<file path="config.mk">
export PLATFORM = sky130hd
export DESIGN_NAME = pppoe_passthrough_mac_learning_unit_flat
export DESIGN_NICKNAME = d
export VERILOG_FILES = /design/src/design/ppml_pkg.sv /design/src/design/ppml_in_if.sv /design/src/design/ppml_out_if.sv /design/src/design/ppml_cfg_if.sv /design/src/design/ppml_cfg_regs.sv /design/src/design/ppml_front.sv /design/src/design/ppml_queue.sv /design/src/design/ppml_back.sv /design/src/design/pppoe_passthrough_mac_learning_unit.sv /design/src/flat_wrapper.sv
export VERILOG_INCLUDE_DIRS = /design/src /design/src/design
export SDC_FILE = /design/constraint.sdc
export NUM_CORES = 1
export LEC_CHECK = 0
export BUFFER_PORTS_ARGS = -buffer_cell sky130_fd_sc_hd__buf_2
export CORE_ASPECT_RATIO = 1.4
export CORE_UTILIZATION = 40
export CTS_CLUSTER_DIAMETER = 120
export DETAILED_ROUTE_END_ITERATION = 12
export SLEW_MARGIN = 5
export SYNTH_ARGS = -nofsm -noshare
export SYNTH_HDL_FRONTEND = slang
export SYNTH_SLANG_ARGS = --single-unit
</file>
<file path="constraint.sdc">
create_clock -name clk_i -period 5.5 [get_ports clk_i]
set_clock_uncertainty 0.05 [all_clocks]
set_input_delay 0.55 -clock clk_i [delete_from_list [all_inputs] [get_ports clk_i]]
set_output_delay 0.55 -clock clk_i [all_outputs]
set_load 0.01 [all_outputs]
</file>
<file path="src/design/pppoe_passthrough_mac_learning_unit_macros.svh">
// Assertion helpers shared by the RTL files.
// Every use expects clk_i and rst_ni in scope.
`ifndef PPPOE_PASSTHROUGH_MAC_LEARNING_UNIT_MACROS_SVH
`define PPPOE_PASSTHROUGH_MAC_LEARNING_UNIT_MACROS_SVH

// Property checked on every rising edge outside reset.
`define PPML_ASSERT(lbl, prop, msg) \
  lbl: assert property (@(posedge clk_i) disable iff (!rst_ni) (prop)) else $error(msg);

// Condition that must never be seen outside reset.
`define PPML_ASSERT_NEVER(lbl, cond, msg) \
  lbl: assert property (@(posedge clk_i) disable iff (!rst_ni) !(cond)) else $error(msg);

`endif

</file>
<file path="src/design/ppml_pkg.sv">
`default_nettype none

package ppml_pkg;

  // Learned source table
  localparam int TABLE_DEPTH = 16;
  localparam int CNT_W       = $clog2(TABLE_DEPTH + 1);
  localparam int IDX_W       = (TABLE_DEPTH > 1) ? $clog2(TABLE_DEPTH) : 1;

  // Queue between classifier and table engine
  localparam int QUEUE_DEPTH = 2;
  localparam int QPTR_W      = (QUEUE_DEPTH > 1) ? $clog2(QUEUE_DEPTH) : 1;
  localparam int QCNT_W      = $clog2(QUEUE_DEPTH + 1);

  // Field widths
  localparam int MAC_W   = 48;
  localparam int PORT_W  = 4;
  localparam int ETYPE_W = 16;
  localparam int ACT_W   = 2;

  // Configuration port
  localparam int CFG_IDX_W  = 2;
  localparam int CFG_DATA_W = 48;
  localparam logic [CFG_IDX_W-1:0] CFG_ENABLE   = 2'd0;
  localparam logic [CFG_IDX_W-1:0] CFG_LAN_PORT = 2'd1;
  localparam logic [CFG_IDX_W-1:0] CFG_WAN_PORT = 2'd2;
  localparam logic [CFG_IDX_W-1:0] CFG_WAN_MAC  = 2'd3;

  // PPPoE ethertypes
  localparam logic [ETYPE_W-1:0] ETH_PPP_SES  = 16'h8864;
  localparam logic [ETYPE_W-1:0] ETH_PPP_DISC = 16'h8863;

  // Item kind
  localparam logic KIND_FRAME = 1'b0;
  localparam logic KIND_CLEAR = 1'b1;

  typedef enum logic [ACT_W-1:0] {
    ACT_NONE = 2'd0,
    ACT_WAN  = 2'd1,
    ACT_LAN  = 2'd2
  } act_e;

  // What the table engine has to do with a beat
  typedef enum logic [1:0] {
    OP_CLEAR,
    OP_PASS,
    OP_LAN,
    OP_WAN
  } op_e;

  typedef struct packed {
    logic              enable;
    logic [PORT_W-1:0] lan_port;
    logic [PORT_W-1:0] wan_port;
    logic [MAC_W-1:0]  wan_mac;
  } cfg_t;

  typedef struct packed {
    op_e              op;
    logic [MAC_W-1:0] key;
  } cmd_t;

  typedef struct packed {
    logic push;
    logic pop;
  } q_ctrl_t;

endpackage

`default_nettype wire

</file>
<file path="src/design/ppml_in_if.sv">
`default_nettype none

interface ppml_in_if import ppml_pkg::*; ();
  logic               valid;
  logic               ready;
  logic               kind;
  logic [ETYPE_W-1:0] ether_type;
  logic [PORT_W-1:0]  ingress_port;
  logic [MAC_W-1:0]   dest_mac;
  logic [MAC_W-1:0]   src_mac;

  modport source (output valid, kind, ether_type, ingress_port, dest_mac, src_mac,
                  input ready);
  modport sink   (input valid, kind, ether_type, ingress_port, dest_mac, src_mac,
                  output ready);
endinterface

`default_nettype wire

</file>
<file path="src/design/ppml_out_if.sv">
`default_nettype none

interface ppml_out_if import ppml_pkg::*; ();
  logic              valid;
  logic              ready;
  logic [ACT_W-1:0]  action;
  logic [PORT_W-1:0] egress_port;
  logic              learned;
  logic              table_full;

  modport source (output valid, action, egress_port, learned, table_full,
                  input ready);
  modport sink   (input valid, action, egress_port, learned, table_full,
                  output ready);
endinterface

`default_nettype wire

</file>
<file path="src/design/ppml_cfg_if.sv">
`default_nettype none

interface ppml_cfg_if import ppml_pkg::*; ();
  logic                  valid;
  logic                  ready;
  logic [CFG_IDX_W-1:0]  index;
  logic [CFG_DATA_W-1:0] wdata;

  modport source (output valid, index, wdata, input ready);
  modport sink   (input valid, index, wdata, output ready);
endinterface

`default_nettype wire

</file>
<file path="src/design/ppml_cfg_regs.sv">
`default_nettype none

module ppml_cfg_regs import ppml_pkg::*; (
  input  wire        clk_i,
  input  wire        rst_ni,
  ppml_cfg_if.sink   cfg_i,
  output cfg_t       cfg_o
);

  cfg_t cfg_q, cfg_d;

  // Writes are always taken
  assign cfg_i.ready = 1'b1;

  // Register decode
  always_comb begin
    cfg_d = cfg_q;
    if (cfg_i.valid) begin
      case (cfg_i.index)
        CFG_ENABLE:   cfg_d.enable   = cfg_i.wdata[0];
        CFG_LAN_PORT: cfg_d.lan_port = cfg_i.wdata[PORT_W-1:0];
        CFG_WAN_PORT: cfg_d.wan_port = cfg_i.wdata[PORT_W-1:0];
        CFG_WAN_MAC:  cfg_d.wan_mac  = cfg_i.wdata[MAC_W-1:0];
        default:      cfg_d = cfg_q;
      endcase
    end
  end

  always_ff @(posedge clk_i or negedge rst_ni) begin
    if (!rst_ni) begin
      cfg_q.enable   <= 1'b0;
      cfg_q.lan_port <= PORT_W'(0);
      cfg_q.wan_port <= PORT_W'(1);
      cfg_q.wan_mac  <= MAC_W'(0);
    end else begin
      cfg_q <= cfg_d;
    end
  end

  assign cfg_o = cfg_q;

endmodule

`default_nettype wire

</file>
<file path="src/design/ppml_front.sv">
`default_nettype none

module ppml_front import ppml_pkg::*; (
  ppml_in_if.sink in_i,
  input  cfg_t    cfg_i,
  input  logic    q_full_i,
  output logic    push_o,
  output cmd_t    cmd_o
);

  logic is_pppoe;

  // Take a beat whenever the queue has room
  assign in_i.ready = !q_full_i;
  assign push_o     = in_i.valid && !q_full_i;

  assign is_pppoe = (in_i.ether_type == ETH_PPP_SES) || (in_i.ether_type == ETH_PPP_DISC);

  // Classify: LAN wins when both ports are the same
  always_comb begin
    cmd_o.op  = OP_PASS;
    cmd_o.key = in_i.src_mac;
    if (in_i.kind == KIND_CLEAR) begin
      cmd_o.op = OP_CLEAR;
    end else if (cfg_i.enable && is_pppoe) begin
      if (in_i.ingress_port == cfg_i.lan_port) begin
        // own WAN address seen on the LAN side is passed without learning
        if (in_i.src_mac != cfg_i.wan_mac) begin
          cmd_o.op = OP_LAN;
        end
      end else if (in_i.ingress_port == cfg_i.wan_port) begin
        cmd_o.op  = OP_WAN;
        cmd_o.key = in_i.dest_mac;
      end
    end
  end

endmodule

`default_nettype wire

</file>
<file path="src/design/ppml_queue.sv">
`default_nettype none

`include "pppoe_passthrough_mac_learning_unit_macros.svh"

module ppml_queue import ppml_pkg::*; (
  input  wire     clk_i,
  input  wire     rst_ni,
  input  q_ctrl_t ctrl_i,
  input  cmd_t    cmd_i,
  output cmd_t    cmd_o,
  output logic    full_o,
  output logic    empty_o
);

  cmd_t              slot_q [QUEUE_DEPTH];
  logic [QPTR_W-1:0] wr_ptr_q, wr_ptr_d;
  logic [QPTR_W-1:0] rd_ptr_q, rd_ptr_d;
  logic [QCNT_W-1:0] fill_q, fill_d;

  function automatic logic [QPTR_W-1:0] ptr_inc(logic [QPTR_W-1:0] p);
    ptr_inc = (p == QPTR_W'(QUEUE_DEPTH - 1)) ? QPTR_W'(0) : p + QPTR_W'(1);
  endfunction

  assign full_o  = (fill_q == QCNT_W'(QUEUE_DEPTH));
  assign empty_o = (fill_q == QCNT_W'(0));
  assign cmd_o   = slot_q[rd_ptr_q];

  // Pointer and fill bookkeeping
  always_comb begin
    wr_ptr_d = ctrl_i.push ? ptr_inc(wr_ptr_q) : wr_ptr_q;
    rd_ptr_d = ctrl_i.pop  ? ptr_inc(rd_ptr_q) : rd_ptr_q;
    fill_d   = fill_q;
    if (ctrl_i.push && !ctrl_i.pop) begin
      fill_d = fill_q + QCNT_W'(1);
    end else if (!ctrl_i.push && ctrl_i.pop) begin
      fill_d = fill_q - QCNT_W'(1);
    end
  end

  always_ff @(posedge clk_i or negedge rst_ni) begin
    if (!rst_ni) begin
      wr_ptr_q <= QPTR_W'(0);
      rd_ptr_q <= QPTR_W'(0);
      fill_q   <= QCNT_W'(0);
    end else begin
      wr_ptr_q <= wr_ptr_d;
      rd_ptr_q <= rd_ptr_d;
      fill_q   <= fill_d;
    end
  end

  // Storage, no reset
  always_ff @(posedge clk_i) begin
    if (ctrl_i.push) begin
      slot_q[wr_ptr_q] <= cmd_i;
    end
  end

  `PPML_ASSERT_NEVER(a_no_push_full, ctrl_i.push && full_o && !ctrl_i.pop, "push into full queue")
  `PPML_ASSERT_NEVER(a_no_pop_empty, ctrl_i.pop && empty_o, "pop from empty queue")
  `PPML_ASSERT(a_fill_bound, fill_q <= QCNT_W'(QUEUE_DEPTH), "queue fill out of range")

endmodule

`default_nettype wire

</file>
<file path="src/design/ppml_back.sv">
`default_nettype none

`include "pppoe_passthrough_mac_learning_unit_macros.svh"

module ppml_back import ppml_pkg::*; (
  input  wire         clk_i,
  input  wire         rst_ni,
  input  cfg_t        cfg_i,
  input  cmd_t        cmd_i,
  input  logic        q_empty_i,
  output logic        pop_o,
  ppml_out_if.source  out_o
);

  typedef enum logic [1:0] {
    S_IDLE,
    S_MATCH,
    S_DONE
  } state_e;

  state_e            state_q;
  cmd_t              cmd_q;
  logic              hit_q;
  logic [CNT_W-1:0]  count_q;
  logic [MAC_W-1:0]  table_q [TABLE_DEPTH];

  logic              out_valid_q;
  act_e              act_q;
  logic [PORT_W-1:0] egress_q;
  logic              learned_q;
  logic              full_q;

  logic              hit_d;
  logic              commit;
  logic              is_full;
  logic              learn;
  act_e              act_d;
  logic [PORT_W-1:0] egress_d;
  logic              full_d;

  assign pop_o   = (state_q == S_IDLE) && !q_empty_i;
  assign commit  = (state_q == S_DONE) && (!out_valid_q || out_o.ready);
  assign is_full = (count_q == CNT_W'(TABLE_DEPTH));
  assign learn   = (cmd_q.op == OP_LAN) && !hit_q && !is_full;

  // Compare the key against every live entry
  always_comb begin
    hit_d = 1'b0;
    for (int k = 0; k < TABLE_DEPTH; k++) begin
      if ((CNT_W'(k) < count_q) && (table_q[k] == cmd_q.key)) begin
        hit_d = 1'b1;
      end
    end
  end

  // Result of the beat in flight
  always_comb begin
    act_d    = ACT_NONE;
    egress_d = PORT_W'(0);
    full_d   = 1'b0;
    case (cmd_q.op)
      OP_LAN: begin
        act_d    = ACT_WAN;
        egress_d = cfg_i.wan_port;
        full_d   = !hit_q && is_full;
      end
      OP_WAN: begin
        if (hit_q) begin
          act_d    = ACT_LAN;
          egress_d = cfg_i.lan_port;
        end
      end
      default: begin
        act_d = ACT_NONE;
      end
    endcase
  end

  // Sequencer and output register
  always_ff @(posedge clk_i or negedge rst_ni) begin
    if (!rst_ni) begin
      state_q     <= S_IDLE;
      cmd_q       <= '{op: OP_PASS, key: MAC_W'(0)};
      hit_q       <= 1'b0;
      count_q     <= CNT_W'(0);
      out_valid_q <= 1'b0;
      act_q       <= ACT_NONE;
      egress_q    <= PORT_W'(0);
      learned_q   <= 1'b0;
      full_q      <= 1'b0;
    end else begin
      if (commit) begin
        out_valid_q <= 1'b1;
      end else if (out_o.ready) begin
        out_valid_q <= 1'b0;
      end
      case (state_q)
        S_IDLE: begin
          if (pop_o) begin
            cmd_q   <= cmd_i;
            state_q <= S_MATCH;
          end
        end
        S_MATCH: begin
          hit_q   <= hit_d;
          state_q <= S_DONE;
        end
        S_DONE: begin
          if (commit) begin
            act_q       <= act_d;
            egress_q    <= egress_d;
            learned_q   <= learn;
            full_q      <= full_d;
            if (cmd_q.op == OP_CLEAR) begin
              count_q <= CNT_W'(0);
            end else if (learn) begin
              count_q <= count_q + CNT_W'(1);
            end
            state_q <= S_IDLE;
          end
        end
        default: begin
          state_q <= S_IDLE;
        end
      endcase
    end
  end

  // Table storage, contents undefined after reset
  always_ff @(posedge clk_i) begin
    if (commit && learn) begin
      table_q[count_q[IDX_W-1:0]] <= cmd_q.key;
    end
  end

  assign out_o.valid       = out_valid_q;
  assign out_o.action      = act_q;
  assign out_o.egress_port = egress_q;
  assign out_o.learned     = learned_q;
  assign out_o.table_full  = full_q;

  `PPML_ASSERT(a_count_bound, count_q <= CNT_W'(TABLE_DEPTH), "entry count above depth")
  `PPML_ASSERT_NEVER(a_learn_and_full, out_valid_q && learned_q && full_q, "learned with full")
  `PPML_ASSERT(a_learn_grows, commit && learn |=> count_q == $past(count_q) + CNT_W'(1),
               "learn did not grow table")
  `PPML_ASSERT(a_clear_empties, commit && (cmd_q.op == OP_CLEAR) |=> count_q == CNT_W'(0),
               "clear left entries")

endmodule

`default_nettype wire

</file>
<file path="src/design/pppoe_passthrough_mac_learning_unit.sv">
// Channel   Dir  Beat carries
// --------  ---  -------------------------------------------------------
// in_i      in   kind, ether_type, ingress_port, dest_mac, src_mac
// cfg_i     in   index, wdata (enable, lan_port, wan_port, wan_mac)
// out_o     out  action, egress_port, learned, table_full
//
// An input beat is classified and queued in the cycle it is accepted; the queue holds two.
// The table engine works through three steps per beat: dequeue, parallel compare against all
// learned entries, then commit of table update and result.
// The engine takes a new beat from the queue only after the last one has committed.
// Reset sets config defaults, clears entry count and all handshake state, not table entries.
// A stalled output holds its result register and the engine waits; input stays open until
// the queue holds two beats.
`default_nettype none

module pppoe_passthrough_mac_learning_unit import ppml_pkg::*; (
  input  wire        clk_i,
  input  wire        rst_ni,
  ppml_in_if.sink    in_i,
  ppml_cfg_if.sink   cfg_i,
  ppml_out_if.source out_o
);

  cfg_t    cfg;
  cmd_t    cmd_in;
  cmd_t    cmd_out;
  q_ctrl_t q_ctrl;
  logic    q_push;
  logic    q_pop;
  logic    q_full;
  logic    q_empty;

  assign q_ctrl = '{push: q_push, pop: q_pop};

  ppml_cfg_regs u_cfg_regs (
    .clk_i  (clk_i),
    .rst_ni (rst_ni),
    .cfg_i  (cfg_i),
    .cfg_o  (cfg)
  );

  ppml_front u_front (
    .in_i     (in_i),
    .cfg_i    (cfg),
    .q_full_i (q_full),
    .push_o   (q_push),
    .cmd_o    (cmd_in)
  );

  ppml_queue u_queue (
    .clk_i   (clk_i),
    .rst_ni  (rst_ni),
    .ctrl_i  (q_ctrl),
    .cmd_i   (cmd_in),
    .cmd_o   (cmd_out),
    .full_o  (q_full),
    .empty_o (q_empty)
  );

  ppml_back u_back (
    .clk_i     (clk_i),
    .rst_ni    (rst_ni),
    .cfg_i     (cfg),
    .cmd_i     (cmd_out),
    .q_empty_i (q_empty),
    .pop_o     (q_pop),
    .out_o     (out_o)
  );

endmodule

`default_nettype wire
</file>
<file path="src/flat_wrapper.sv">
// flat-port wrapper written by rule: the top's interface ports become plain ports
module pppoe_passthrough_mac_learning_unit_flat import ppml_pkg::*;
  (clk_i, rst_ni, in_i_valid, in_i_kind, in_i_ether_type, in_i_ingress_port, in_i_dest_mac, in_i_src_mac, in_i_ready, cfg_i_valid, cfg_i_index, cfg_i_wdata, cfg_i_ready, out_o_valid, out_o_action, out_o_egress_port, out_o_learned, out_o_table_full, out_o_ready);
  ppml_in_if in_i_i ();
  ppml_cfg_if cfg_i_i ();
  ppml_out_if out_o_i ();
  input  wire clk_i;
  input  wire rst_ni;
  input wire logic [$bits(in_i_i.valid)-1:0] in_i_valid;
  input wire logic [$bits(in_i_i.kind)-1:0] in_i_kind;
  input wire logic [$bits(in_i_i.ether_type)-1:0] in_i_ether_type;
  input wire logic [$bits(in_i_i.ingress_port)-1:0] in_i_ingress_port;
  input wire logic [$bits(in_i_i.dest_mac)-1:0] in_i_dest_mac;
  input wire logic [$bits(in_i_i.src_mac)-1:0] in_i_src_mac;
  output wire logic [$bits(in_i_i.ready)-1:0] in_i_ready;
  input wire logic [$bits(cfg_i_i.valid)-1:0] cfg_i_valid;
  input wire logic [$bits(cfg_i_i.index)-1:0] cfg_i_index;
  input wire logic [$bits(cfg_i_i.wdata)-1:0] cfg_i_wdata;
  output wire logic [$bits(cfg_i_i.ready)-1:0] cfg_i_ready;
  output wire logic [$bits(out_o_i.valid)-1:0] out_o_valid;
  output wire logic [$bits(out_o_i.action)-1:0] out_o_action;
  output wire logic [$bits(out_o_i.egress_port)-1:0] out_o_egress_port;
  output wire logic [$bits(out_o_i.learned)-1:0] out_o_learned;
  output wire logic [$bits(out_o_i.table_full)-1:0] out_o_table_full;
  input wire logic [$bits(out_o_i.ready)-1:0] out_o_ready;
  assign in_i_i.valid = in_i_valid;
  assign in_i_i.kind = in_i_kind;
  assign in_i_i.ether_type = in_i_ether_type;
  assign in_i_i.ingress_port = in_i_ingress_port;
  assign in_i_i.dest_mac = in_i_dest_mac;
  assign in_i_i.src_mac = in_i_src_mac;
  assign in_i_ready = in_i_i.ready;
  assign cfg_i_i.valid = cfg_i_valid;
  assign cfg_i_i.index = cfg_i_index;
  assign cfg_i_i.wdata = cfg_i_wdata;
  assign cfg_i_ready = cfg_i_i.ready;
  assign out_o_valid = out_o_i.valid;
  assign out_o_action = out_o_i.action;
  assign out_o_egress_port = out_o_i.egress_port;
  assign out_o_learned = out_o_i.learned;
  assign out_o_table_full = out_o_i.table_full;
  assign out_o_i.ready = out_o_ready;
  pppoe_passthrough_mac_learning_unit u_core (.clk_i(clk_i), .rst_ni(rst_ni), .in_i(in_i_i), .cfg_i(cfg_i_i), .out_o(out_o_i));
endmodule
</file>
==> impl_metrics.ini <==
[status]
status = completed

[worst_setup_path]
start_kind = register
rrSetupSlack_ns = 1.79
r2r-end = u_core.u_back.table_q[1][16]
arrival_ns = 4.02
path_max_fanout = 29
cp-endpoint = u_core.u_back.table_q[1][16]
regToRegStartpoint = u_core.u_back.count_q[1]
endpoint_kind = register
reg2reg_depth = 7
cp-startpoint = u_core.u_back.count_q[1]
critPathRequiredTime_ns = 5.80
path_class = register to register

[layout]
syn2layout_area_growth_pct = 14.1
utilization_pct = 46.0
nets = 3058
final_area_um2 = 47800
drive_gt1_share_pct = 19.6
final_common_cell = edfxtp_1
layout_common_cells = edfxtp_1 (868), xnor2_1 (554), xor2_1 (262), buf_2 (180), nand4_1 (159)

[yosys]
seq_area_frac_synth_pct = 69.9
syn-num-nets = 2827
synth-main-ff-cell = edfxtp_1
avgSynthCellArea_um2 = 15.8
synth-async-reset-ratio_pct = 12.9
syn_inst = 2650
synthesis.area_um2 = 41900
yosys_warnings = 0
synth_cell_types = 56
synth-seq-cells = 996
synth_edf_count = 868

[place]
gp_congestion = 0.848
dp_hpwl_mm = 69.6
portBuffers = 181
dpl_cell_area_um2 = 44700

[routing]
drc = 0
drt_iter0_drc = 1689
wl_per_cell_um = 25.3
dr.pass1.iters = 5
drt_wl_total_mm = 109
route.vias.total = 22800
ant_nets = 0
vias_per_cell = 5.29

[timing]
period_minus_slack_ns = 3.71
whs_ns = 0.0418
setup_viol = 0
max_freq_mhz = 269
finalCritPeriodShare_pct = 67.5
grt_setup_unrepaired = no
worst_pin_slew_ns = 1.30
tns_ns = 0
slew_violations = 0
maxSlewHeadroom_pct = 13.0
hold_viol = 0

[power]
total_power_mw = 24.5
p_switching_mw = 8.70
ir_drop_uv = 294
leakage_nw = 15.5
internal-power_mw = 15.8
sw_frac_of_total_pct = 35.5
comb_power_share_pct = 25.6
p_per_area_nw_per_um2 = 513
p_seq_share_pct = 48.3
clock_power_share_pct = 26.0

[clock_network]
clock_latency_ns = 0.68
postCtsHoldBufs = 5
cts_buffers = 91
htreeDepth = 3
clkTransAtPathRegs_ns = 0.07
ctsResizeCount = 0
clk_path_buf_depth = 3
post_cts_buffers = 0
cts_tree = done
cts_root_buf = clkbuf_16
clock-sinks = 996

[worst_hold_path]
hold_class = input pin to register

[global_routing]
grt_pass1_wl_mm = 158
antenna_found_initial = 3
grt_overflow = 0
grt_pass1_vias = 23400
grt_max_degree = 97
grt.total_usage_pct = 20.8

[floorplanning]
die_area_um2 = 106000
rows = 140
die_w_um = 275
die_h_um = 385
io_pins = 183
fp.coreArea_um2 = 104000
start_util_pct = 40.3

[flow_run]
cap_violations = 0
## power groups by stage
stage / Sequential, mW / Combinational (mW) / Clock (mW)
final: 11.8 / 6.28 / 6.38
after global routing: 11.9 / 6.79 / 6.75
after CTS: 11.9 / 6.35 / 6.48
after detailed placement: 12.0 / 6.31 / 0
after global placement: 12.0 / 6.18 / 0
after floorplan: 10.4 / 4.67 / 0
## worst min-delay path by stage
stage / startpoint / to / cells past startpoint
after floorplan: rst_ni / u_core.u_back.cmd_q[0] / 0
after global placement: rst_ni / u_core.u_queue.fill_q[0] / 1
after detailed placement: rst_ni / u_core.u_queue.rd_ptr_q / 1
after CTS: cfg_i_wdata[23] / u_core.u_cfg_regs.cfg_o[23] / 2
after global routing: cfg_i_wdata[7] / u_core.u_cfg_regs.cfg_o[7] / 2
final: cfg_i_wdata[24] / u_core.u_cfg_regs.cfg_o[24] / 2
## kinds of logic (layout without fill, tap and decap cells)
kind of cell               Yosys count  count (layout)  synth area share (%)
buffers and inverters              155             460                  1.74
xor gates and xnor gates           816             816                  17.1
and+or+nand+nor                    418             418                  5.62
adders and majority gates            5               5                 0.149
other                                1               2               0.00895
AOI/OAI and AO/OA                  104             104                  1.51
muxes                              155             155                  4.02
DFF                                996             996                  69.9
## per-stage QoR
| step | std cells | worst slack, ns |
|---|---|---|
| final | 4305 | 1.79 |
| after global placement | 4129 | 1.79 |
| after floorplan | 2650 | 1.21 |
| after detailed placement | 4129 | 1.76 |
| after global routing | 4304 | 1.60 |
| after CTS | 4301 | 1.80 |
## sequential cells by signal (all words and copies together), names as in the netlist, 2 cells and up
register and cells:
u_core.u_queue.fill_q 2, u_core.u_cfg_regs.cfg_o 57, u_core.u_back.cmd_q 50, u_core.u_back.out_o.action 2, u_core.u_back.out_o.egress_port 4, u_core.u_queue.slot_q 100
u_core.u_back.state_q 2, u_core.u_back.count_q 5, u_core.u_back.table_q 768
## layer usage
layer | global-route usage [%] | wire length, µm
met5 | 0 | 0
met4 | 7.09 | 3420
met3 | 2.81 | 5260
met2 | 36.8 | 56000
met1 | 25.8 | 44100
## critical path, cell delays in order (launching register included)
cell,delay (ns)
dfrtp_1,0.61
inv_1,0.16
ha_1,0.25
a31o_2,0.25
nor4b_4,0.40
nand2_1,0.44
nor2_4,0.79
buf_4,0.40
## synth_stat cells, drive strengths merged (2+ instances only)
cell     instances  share of area, %
nand3           14              0.17
mux2i           50               1.2
nand4          159               2.4
o22ai            5             0.075
a2111oi          2             0.042
buf            107               1.3
a221oi           4             0.084
nor2            84              0.75
nand2b           6             0.090
nor4b            3             0.099
nand2           22              0.20
a22o             3             0.063
or2              2             0.030
xor2           262               5.5
o31ai            2             0.036
edfxtp         868                62
nand3b           2             0.036
nor3            14              0.17
a221o            2             0.048
a21oi           55              0.66
and4             2             0.042
ha               5              0.15
a21o             2             0.036
clkbuf          27              0.24
dfstp            2              0.13
or4              2             0.036
nor4            98               1.5
mux2           105               2.8
o221ai           2             0.042
a31oi            5             0.075
dfrtp          126               7.5
inv             21              0.19
nor2b            6             0.090
xnor2          554                12
o21ai           12              0.14
## area by class of cell
| type | count | area, µm² |
|---|---|---|
| Tap cell | 1349 | 1690 |
| Fill cell | 8943 | 56100 |
| Clock buffer | 116 | 2480 |
| Inverter | 21 | 78.8 |
| Antenna cell | 1 | 2.50 |
| Clock inverter | 51 | 488 |
| Sequential cell | 996 | 29300 |
| Timing Repair Buffer | 272 | 1700 |
| Multi-Input combinational cell | 1499 | 12000 |
Note: power is estimated with default switching activity, not from simulation.
